$ cat config.mk
export PLATFORM = sky130hd
export DESIGN_NAME = sha1_message_digest_flat
export DESIGN_NICKNAME = d
export VERILOG_FILES = /design/src/hw/rtl/sha1_pkg.sv /design/src/hw/rtl/sha1_if.sv /design/src/hw/rtl/sha1_message_digest.sv /design/src/flat_wrapper.sv
export SDC_FILE = /design/constraint.sdc
export NUM_CORES = 2
export LEC_CHECK = 0
export CAP_MARGIN = 20
export CELL_PAD_IN_SITES_DETAIL_PLACEMENT = 1
export CELL_PAD_IN_SITES_GLOBAL_PLACEMENT = 1
export CORE_ASPECT_RATIO = 0.6
export CORE_MARGIN = 2
export CORE_UTILIZATION = 45
export CTS_CLUSTER_DIAMETER = 200
export DETAILED_ROUTE_END_ITERATION = 16
export DONT_BUFFER_PORTS = 1
export GPL_TIMING_DRIVEN = 0
export HOLD_SLACK_MARGIN = 0.02
export PLACE_DENSITY_LB_ADDON = 0.1
export SETUP_SLACK_MARGIN = 0.5
export SLEW_MARGIN = 10
export SYNTH_ARGS = -nofsm -noshare
export SYNTH_HDL_FRONTEND = slang
export SYNTH_SLANG_ARGS = --single-unit
$ cat constraint.sdc
create_clock -name i_clk -period 50.9 [get_ports i_clk]
set_input_delay 10.18 -clock i_clk [delete_from_list [all_inputs] [get_ports i_clk]]
set_output_delay 10.18 -clock i_clk [all_outputs]
set_load 0.01 [all_outputs]
$ cat src/hw/rtl/sha1_pkg.sv
`timescale 1ns / 1ps
// ----------------------------------------------------------------------------
// SHA-1 package
// Shared widths, initial vector, round constants and round functions.
// ----------------------------------------------------------------------------
package sha1_pkg;

    localparam int BYTE_W  = 8;
    localparam int WORD_W  = 32;
    localparam int WNUM_W  = 3;
    localparam int COUNT_W = 61;
    localparam int LEN_W   = 64;
    localparam int POS_W   = 6;
    localparam int ROUND_W = 7;

    typedef logic [WORD_W-1:0] t_word;
    typedef logic [BYTE_W-1:0] t_byte;

    localparam int    NUM_ROUNDS   = 80;
    localparam int    DIGEST_WORDS = 5;
    localparam t_byte PAD_BYTE     = 8'h80;

    localparam t_word IV0 = 32'h67452301;
    localparam t_word IV1 = 32'hefcdab89;
    localparam t_word IV2 = 32'h98badcfe;
    localparam t_word IV3 = 32'h10325476;
    localparam t_word IV4 = 32'hc3d2e1f0;

    localparam t_word K0 = 32'h5a827999;
    localparam t_word K1 = 32'h6ed9eba1;
    localparam t_word K2 = 32'h8f1bbcdc;
    localparam t_word K3 = 32'hca62c1d6;

    function automatic t_word iv_word(input logic [WNUM_W-1:0] idx);
        t_word w;
        case (idx)
            3'd0:    w = IV0;
            3'd1:    w = IV1;
            3'd2:    w = IV2;
            3'd3:    w = IV3;
            default: w = IV4;
        endcase
        return w;
    endfunction

    // f(b,c,d) + K for round t
    function automatic t_word round_fk(input logic [ROUND_W-1:0] rnd,
                                       input t_word b, input t_word c,
                                       input t_word d);
        t_word f;
        t_word k;
        if (rnd < ROUND_W'(20)) begin
            f = (b & c) | (~b & d);
            k = K0;
        end else if (rnd < ROUND_W'(40)) begin
            f = b ^ c ^ d;
            k = K1;
        end else if (rnd < ROUND_W'(60)) begin
            f = (b & c) | (b & d) | (c & d);
            k = K2;
        end else begin
            f = b ^ c ^ d;
            k = K3;
        end
        return f + k;
    endfunction

endpackage

$ cat src/hw/rtl/sha1_if.sv
`timescale 1ns / 1ps
// ----------------------------------------------------------------------------
// SHA-1 stream interfaces
// Byte input channel and digest word output channel, valid/ready.
// ----------------------------------------------------------------------------
interface sha1_in_if;
    logic                        valid;
    logic                        ready;
    logic [sha1_pkg::BYTE_W-1:0] data_byte;
    logic                        byte_present;
    logic                        end_of_message;

    modport source (output valid, data_byte, byte_present, end_of_message,
                    input ready);
    modport sink   (input valid, data_byte, byte_present, end_of_message,
                    output ready);
endinterface

interface sha1_out_if;
    logic                        valid;
    logic                        ready;
    logic [sha1_pkg::WORD_W-1:0] digest_word;
    logic [sha1_pkg::WNUM_W-1:0] word_number;
    logic                        final_word;

    modport source (output valid, digest_word, word_number, final_word,
                    input ready);
    modport sink   (input valid, digest_word, word_number, final_word,
                    output ready);
endinterface

$ cat src/hw/rtl/sha1_message_digest.sv
`timescale 1ns / 1ps
// ----------------------------------------------------------------------------
// SHA-1 message digest
// Byte-serial SHA-1 with one shared round unit and a 16-word schedule shift.
// ----------------------------------------------------------------------------
// Message bytes are shifted in as they are accepted; every 64th byte starts a
// compression (80 rounds on the single round adder, then a chain fold).
// End of message: pad/length bytes (up to 72) with an idle step ahead of the
// length, one or two compressions, then five digest words at one per cycle while ready is high.
// Input not ready from a block's last byte until its compression is done.
// Reset (synchronous): chain value to the initial vector, count cleared.
// ----------------------------------------------------------------------------
module sha1_message_digest (
    input  logic       i_clk,
    input  logic       i_rst_n,
    sha1_in_if.sink    i_in,
    sha1_out_if.source o_out
);

    typedef enum logic [2:0] {
        ST_IDLE,
        ST_PAD80,
        ST_PADZ,
        ST_LEN,
        ST_ROUND,
        ST_FOLD,
        ST_OUT
    } t_state;

    t_state r_state, n_state;
    t_state r_ret, n_ret;

    sha1_pkg::t_word                    r_blk [16];
    sha1_pkg::t_word                    r_h   [sha1_pkg::DIGEST_WORDS];
    sha1_pkg::t_word                    r_wv  [sha1_pkg::DIGEST_WORDS];
    logic [sha1_pkg::COUNT_W-1:0]       r_cnt;
    logic [sha1_pkg::POS_W-1:0]         r_pos;
    logic [sha1_pkg::ROUND_W-1:0]       r_rnd;
    logic [sha1_pkg::WNUM_W-1:0]        r_widx;

    logic                               in_acc;
    logic                               out_acc;
    logic                               shift_en;
    sha1_pkg::t_byte                    shift_byte;
    logic [sha1_pkg::LEN_W-1:0]         len_bits;
    sha1_pkg::t_word                    t_sum;
    sha1_pkg::t_word                    sched_new;

    assign in_acc   = i_in.valid && i_in.ready;
    assign out_acc  = o_out.valid && o_out.ready;
    assign len_bits = {r_cnt, 3'b000};

    assign i_in.ready        = (r_state == ST_IDLE);
    assign o_out.valid       = (r_state == ST_OUT);
    assign o_out.digest_word = r_h[0];
    assign o_out.word_number = r_widx;
    assign o_out.final_word  = (r_widx == sha1_pkg::WNUM_W'(sha1_pkg::DIGEST_WORDS - 1));

    // shared round unit
    assign t_sum = {r_wv[0][26:0], r_wv[0][31:27]} + r_wv[4] + r_blk[0]
                 + sha1_pkg::round_fk(r_rnd, r_wv[1], r_wv[2], r_wv[3]);

    always_comb begin
        sched_new = r_blk[13] ^ r_blk[8] ^ r_blk[2] ^ r_blk[0];
        sched_new = {sched_new[30:0], sched_new[31]};
    end

    always_comb begin
        n_state    = r_state;
        n_ret      = r_ret;
        shift_en   = 1'b0;
        shift_byte = '0;
        unique case (r_state)
            ST_IDLE: begin
                if (in_acc) begin
                    if (i_in.byte_present) begin
                        shift_en   = 1'b1;
                        shift_byte = i_in.data_byte;
                    end
                    if (i_in.byte_present && (r_pos == '1)) begin
                        n_state = ST_ROUND;
                        n_ret   = i_in.end_of_message ? ST_PAD80 : ST_IDLE;
                    end else if (i_in.end_of_message) begin
                        n_state = ST_PAD80;
                    end
                end
            end
            ST_PAD80: begin
                shift_en   = 1'b1;
                shift_byte = sha1_pkg::PAD_BYTE;
                if (r_pos == '1) begin
                    n_state = ST_ROUND;
                    n_ret   = ST_PADZ;
                end else begin
                    n_state = ST_PADZ;
                end
            end
            ST_PADZ: begin
                if (r_pos == sha1_pkg::POS_W'(56)) begin
                    n_state = ST_LEN;
                end else begin
                    shift_en = 1'b1;
                    if (r_pos == '1) begin
                        n_state = ST_ROUND;
                        n_ret   = ST_PADZ;
                    end
                end
            end
            ST_LEN: begin
                shift_en   = 1'b1;
                shift_byte = len_bits[{~r_pos[2:0], 3'b000} +: sha1_pkg::BYTE_W];
                if (r_pos == '1) begin
                    n_state = ST_ROUND;
                    n_ret   = ST_OUT;
                end
            end
            ST_ROUND: begin
                if (r_rnd == sha1_pkg::ROUND_W'(sha1_pkg::NUM_ROUNDS - 1)) begin
                    n_state = ST_FOLD;
                end
            end
            ST_FOLD: begin
                n_state = r_ret;
            end
            ST_OUT: begin
                if (out_acc && o_out.final_word) begin
                    n_state = ST_IDLE;
                end
            end
            default: n_state = ST_IDLE;
        endcase
    end

    always_ff @(posedge i_clk) begin
        // schedule / block shift register
        if (shift_en) begin
            for (int i = 0; i < 15; i++) begin
                r_blk[i] <= {r_blk[i][23:0], r_blk[i+1][31:24]};
            end
            r_blk[15] <= {r_blk[15][23:0], shift_byte};
        end else if (r_state == ST_ROUND) begin
            for (int i = 0; i < 15; i++) begin
                r_blk[i] <= r_blk[i+1];
            end
            r_blk[15] <= sched_new;
        end

        // working variables: preload from chain outside compression
        if (r_state == ST_ROUND) begin
            r_wv[0] <= t_sum;
            r_wv[1] <= r_wv[0];
            r_wv[2] <= {r_wv[1][1:0], r_wv[1][31:2]};
            r_wv[3] <= r_wv[2];
            r_wv[4] <= r_wv[3];
        end else begin
            for (int i = 0; i < sha1_pkg::DIGEST_WORDS; i++) begin
                r_wv[i] <= r_h[i];
            end
        end

        if (!i_rst_n) begin
            r_state <= ST_IDLE;
            r_ret   <= ST_IDLE;
            r_cnt   <= '0;
            r_pos   <= '0;
            r_rnd   <= '0;
            r_widx  <= '0;
            for (int i = 0; i < sha1_pkg::DIGEST_WORDS; i++) begin
                r_h[i] <= sha1_pkg::iv_word(sha1_pkg::WNUM_W'(i));
            end
        end else begin
            r_state <= n_state;
            r_ret   <= n_ret;
            if (shift_en) begin
                r_pos <= r_pos + 1'b1;
            end
            if (in_acc && i_in.byte_present) begin
                r_cnt <= r_cnt + 1'b1;
            end else if ((r_state == ST_LEN) && (r_pos == '1)) begin
                r_cnt <= '0;
            end
            r_rnd <= (r_state == ST_ROUND) ? r_rnd + 1'b1 : '0;
            if (r_state == ST_FOLD) begin
                for (int i = 0; i < sha1_pkg::DIGEST_WORDS; i++) begin
                    r_h[i] <= r_h[i] + r_wv[i];
                end
            end else if (out_acc) begin
                // shift digest out, initial vector in behind it
                for (int i = 0; i < sha1_pkg::DIGEST_WORDS - 1; i++) begin
                    r_h[i] <= r_h[i+1];
                end
                r_h[sha1_pkg::DIGEST_WORDS-1] <= sha1_pkg::iv_word(r_widx);
                r_widx <= o_out.final_word ? '0 : r_widx + 1'b1;
            end
        end
    end

    a_out_blocks_in: assert property (@(posedge i_clk) disable iff (!i_rst_n)
        o_out.valid |-> !i_in.ready)
        else $error("input ready while digest pending");

    a_round_range: assert property (@(posedge i_clk) disable iff (!i_rst_n)
        (r_state == ST_ROUND) |-> (r_rnd < sha1_pkg::ROUND_W'(sha1_pkg::NUM_ROUNDS)))
        else $error("round counter out of range");

    a_len_slot: assert property (@(posedge i_clk) disable iff (!i_rst_n)
        (r_state == ST_LEN) |-> (r_pos[5:3] == 3'b111))
        else $error("length bytes outside last eight block bytes");

    a_iv_restored: assert property (@(posedge i_clk) disable iff (!i_rst_n)
        (out_acc && o_out.final_word) |=>
            ((r_h[0] == sha1_pkg::IV0) && (r_h[4] == sha1_pkg::IV4)
             && (r_cnt == '0) && (r_pos == '0) && i_in.ready))
        else $error("chain not back to initial vector after digest");

    a_fold_from_round: assert property (@(posedge i_clk) disable iff (!i_rst_n)
        (r_state == ST_FOLD) |-> ($past(r_state) == ST_ROUND))
        else $error("fold without compression");

endmodule

$ cat src/flat_wrapper.sv
// flat-port wrapper written by rule: the top's interface ports become plain ports
module sha1_message_digest_flat 
  (i_clk, i_rst_n, i_in_valid, i_in_data_byte, i_in_byte_present, i_in_end_of_message, i_in_ready, o_out_valid, o_out_digest_word, o_out_word_number, o_out_final_word, o_out_ready);
  sha1_in_if i_in_i ();
  sha1_out_if o_out_i ();
  input  logic i_clk;
  input  logic i_rst_n;
  input wire logic [$bits(i_in_i.valid)-1:0] i_in_valid;
  input wire logic [$bits(i_in_i.data_byte)-1:0] i_in_data_byte;
  input wire logic [$bits(i_in_i.byte_present)-1:0] i_in_byte_present;
  input wire logic [$bits(i_in_i.end_of_message)-1:0] i_in_end_of_message;
  output wire logic [$bits(i_in_i.ready)-1:0] i_in_ready;
  output wire logic [$bits(o_out_i.valid)-1:0] o_out_valid;
  output wire logic [$bits(o_out_i.digest_word)-1:0] o_out_digest_word;
  output wire logic [$bits(o_out_i.word_number)-1:0] o_out_word_number;
  output wire logic [$bits(o_out_i.final_word)-1:0] o_out_final_word;
  input wire logic [$bits(o_out_i.ready)-1:0] o_out_ready;
  assign i_in_i.valid = i_in_valid;
  assign i_in_i.data_byte = i_in_data_byte;
  assign i_in_i.byte_present = i_in_byte_present;
  assign i_in_i.end_of_message = i_in_end_of_message;
  assign i_in_ready = i_in_i.ready;
  assign o_out_valid = o_out_i.valid;
  assign o_out_digest_word = o_out_i.digest_word;
  assign o_out_word_number = o_out_i.word_number;
  assign o_out_final_word = o_out_i.final_word;
  assign o_out_i.ready = o_out_ready;
  sha1_message_digest u_core (.i_clk(i_clk), .i_rst_n(i_rst_n), .i_in(i_in_i), .o_out(o_out_i));
endmodule
==> results.ini <==
[power_and_ir_drop]
p_leak_nw = 23.18
power.share.clock_pct = 28.1
irDropWorstVdd_v = 0.00002805
intPower_mw = 1.704
swShare_pct = 35.76
power_frac_seq_pct = 47.1
pwr-share-comb_pct = 24.8
power_mw = 2.653
powerDensity_mw_per_mm2 = 46.76
power_switching_mw = 0.9487

[clock_tree]
insertion_delay_ns = 0.74
cts_inserted_buffers = 94
cts.repair.resized = 0
h-tree-depth = 3
root_buffer = clkbuf_16
path_clk_slew_ns = 0.06
cts_tree = done
cts_hold_buf = 0
post_cts_buffers = 0
ctsLongestPathBuffers = 3
clock_sinks = 915

[yosys]
synth_edf_count = 672
ys.flop_type = edfxtp_1
syn-cell-area_mm2 = 0.05125
ys_seq_elements = 915
yosysUniqueCellTypes = 92
avgSynthCellArea_um2 = 9.266
synth-async-reset-ratio_pct = 0
synthesis.nets = 5898
yosysWarnings = 0
synthCells = 5531
yosysSeqAreaShare_pct = 48.86

[finish]
finalNetCount = 6016
layout_common_cells = nand2_1 (2,074), edfxtp_1 (672), a21oi_1 (252), o21ai_0 (244), dfxtp_1 (243)
layout_commonest_cell = nand2_1
n_antenna_cell = 0
fillCellCount = 12948
multiInputGateArea_mm2 = 0.02439
fin_area_mm2 = 0.05675
syn_to_final_growth_pct = 10.72
regArea_mm2 = 0.02504
drive_gt1_share_pct = 4.766

[routing]
num_vias = 43211
wire_per_inst_um = 28.32
antenna_left = 0
wl_um = 204800
viasPerCell = 5.976
drc = 0
drt_iter0_drc = 5592
drt-pass1-iter-count = 5

[min_path]
whs_endpoint = u_core.r_rnd[0]
hp-class = reg2reg
hold_path_depth = 1
worstHoldStart = u_core.r_rnd[0]

[sta]
hold_violations = 0
fin_setup_tns_ns = 0
fmax_mhz = 70.41
slew_headroom_pct = 16.65
rsz0062_at_grt = no
skew_ns = 0.04425
tightest_slew_ns = 1.250
post-route-period-util_pct = 27.90
period_needed_ns = 14.20
slew_viol_final = 0
setup_violations = 0

[place]
portBuffers = 0
place.gp.congestion = 0.9699
placed_area_mm2 = 0.05355
dp_hpwl_um = 161400

[global_route]
grt_antenna_before_repair = 6
grt_usage_pct = 34.81
grt_pass1_wl_um = 292900
first_global_vias = 41298
grt_overflow = 0
grt_max_degree = 63

[setup_path]
reg2reg_slack_ns = 42.52
cp_max_fo = 61
rr_worst_depth = 28
worstSetupPathType = in2reg
cp-end-kind = register
cp_data_arrival_time_ns = 14.65
reg2reg_to = u_core.r_wv[0][31]
r2r-start = u_core.r_rnd[4]
worst_ep_required_time_ns = 51.35
cp-start-kind = primary input

[run_status]
status = finished, final reports clean

[floorplan]
num_rows = 95
die_h_um = 265.4
die_x_um = 439.7
dieArea_mm2 = 0.1167
io_pins = 52
start_util_pct = 45.58
core_area_mm2 = 0.1124

[run]
maxCapViolCount = 0

## power by group through the flow
stage	registers (mW)	clock network, mW	logic [mW]
after CTS	1.24	0.751	0.646
after global routing	1.26	0.774	0.724
after detailed placement	1.25	0	0.640
final	1.25	0.745	0.658
after global placement	1.36	0	0.599
after floorplan	1.22	0	0.429
## worst max-delay path, stage by stage
cell      delay [ns]
and3_1          0.14
clkbuf_1        0.17
nor2_1          0.94
clkbuf_1        0.65
clkbuf_1        0.49
nand2_4         0.54
buf_16          0.44
buf_12          0.23
buf_16          0.22
buf_16          0.24
buf_16          0.25
## layer usage
metal	share of wire, %	track usage (%)	vias to the layer above
met1	48	57.12	21870
met2	35	40.67	2156
li1	-	-	18985
met4	1.4	4.878	4
met3	16	15.39	196
met5	0.064	0.7031	-
## cells in the mapped netlist, drive strengths merged (5+ instances only)
cell	count	share of area, %
o21ai	257	2.5
edfxtp	672	39
o22a	7	0.12
o32a	8	0.16
nor4	7	0.085
o211ai	20	0.29
fa	124	4.8
ha	229	5.6
o221ai	11	0.19
xnor2	193	3.3
dfxtp	243	9.5
a211oi	25	0.38
and4	10	0.18
and2	11	0.14
o21bai	25	0.37
or3	23	0.29
nand2b	31	0.38
nand2	2075	15
nand4	30	0.40
a41oi	7	0.12
o22ai	5	0.061
a21o	87	1.3
a2111oi	9	0.19
a21oi	254	2.5
nor2b	42	0.51
a22o	7	0.12
clkbuf	214	1.6
a31oi	23	0.31
o21a	28	0.41
o31ai	16	0.27
xor2	86	1.5
nor2	229	1.7
inv	194	1.4
buf	47	0.60
nand3	83	0.83
mux4	13	0.57
nor3b	6	0.088
and3	28	0.34
nor3	38	0.44
mux2i	14	0.27
or2	19	0.23
mux2	10	0.22
o32ai	21	0.36
## stage by stage
step	util, %	cells	hold WS [ns]	worst slack (ns)
6_report	50.47	7231	0.4795	36.70
5_1_grt	50.47	7231	0.4819	36.53
4_1_cts	50.44	7228	0.4720	36.82
3_5_place_dp	47.62	7053	0.4581	36.08
3_3_place_gp	47.25	7034	0.4367	20.57
2_1_floorplan	-	5531	0.4175	27.58
## cell type report
type                       count  area share [%]
tap                         1503           3.314
clock inverter                58           1.125
buffer                       261           1.965
clock buffer                 117           4.463
sequential                   915           44.13
inverter                     195           1.290
multi-input combinational   4160           42.99
timing repair buffer          22          0.7210
## sequential cells by signal (all words and copies together), names as in the netlist
name / cells
u_core.r_ret: 3
u_core.r_state: 3
u_core.r_blk: 512
u_core.r_wv: 160
u_core.o_out.word_number: 3
u_core.r_cnt: 61
u_core.r_pos: 6
u_core.r_rnd: 7
u_core.r_h: 160
## cell families after synthesis
logic type / share of synthesized area, %
multiplexers: 1.064
buffers and inverters: 3.591
flip-flops: 48.86
AO/OA/AOI/OAI: 10.30
AND/OR/NAND/NOR: 20.97
XOR/XNOR: 4.768
adder cells (fa/ha/maj): 10.43
## worst max-delay path by stage
stage               start  slack (ns)             endpoint  cells after the start
3_3_place_gp   i_in_valid       20.57  u_core.r_blk[2][45]                      6
3_5_place_dp   i_in_valid       36.08  u_core.r_blk[2][37]                     11
5_1_grt        i_in_valid       36.53  u_core.r_blk[2][37]                     11
2_1_floorplan  i_in_valid       27.58   u_core.r_blk[0][0]                      6
6_report       i_in_valid       36.70  u_core.r_blk[2][37]                     11
4_1_cts        i_in_valid       36.82  u_core.r_blk[2][37]                     11
Power figures use the tool's default switching activity.
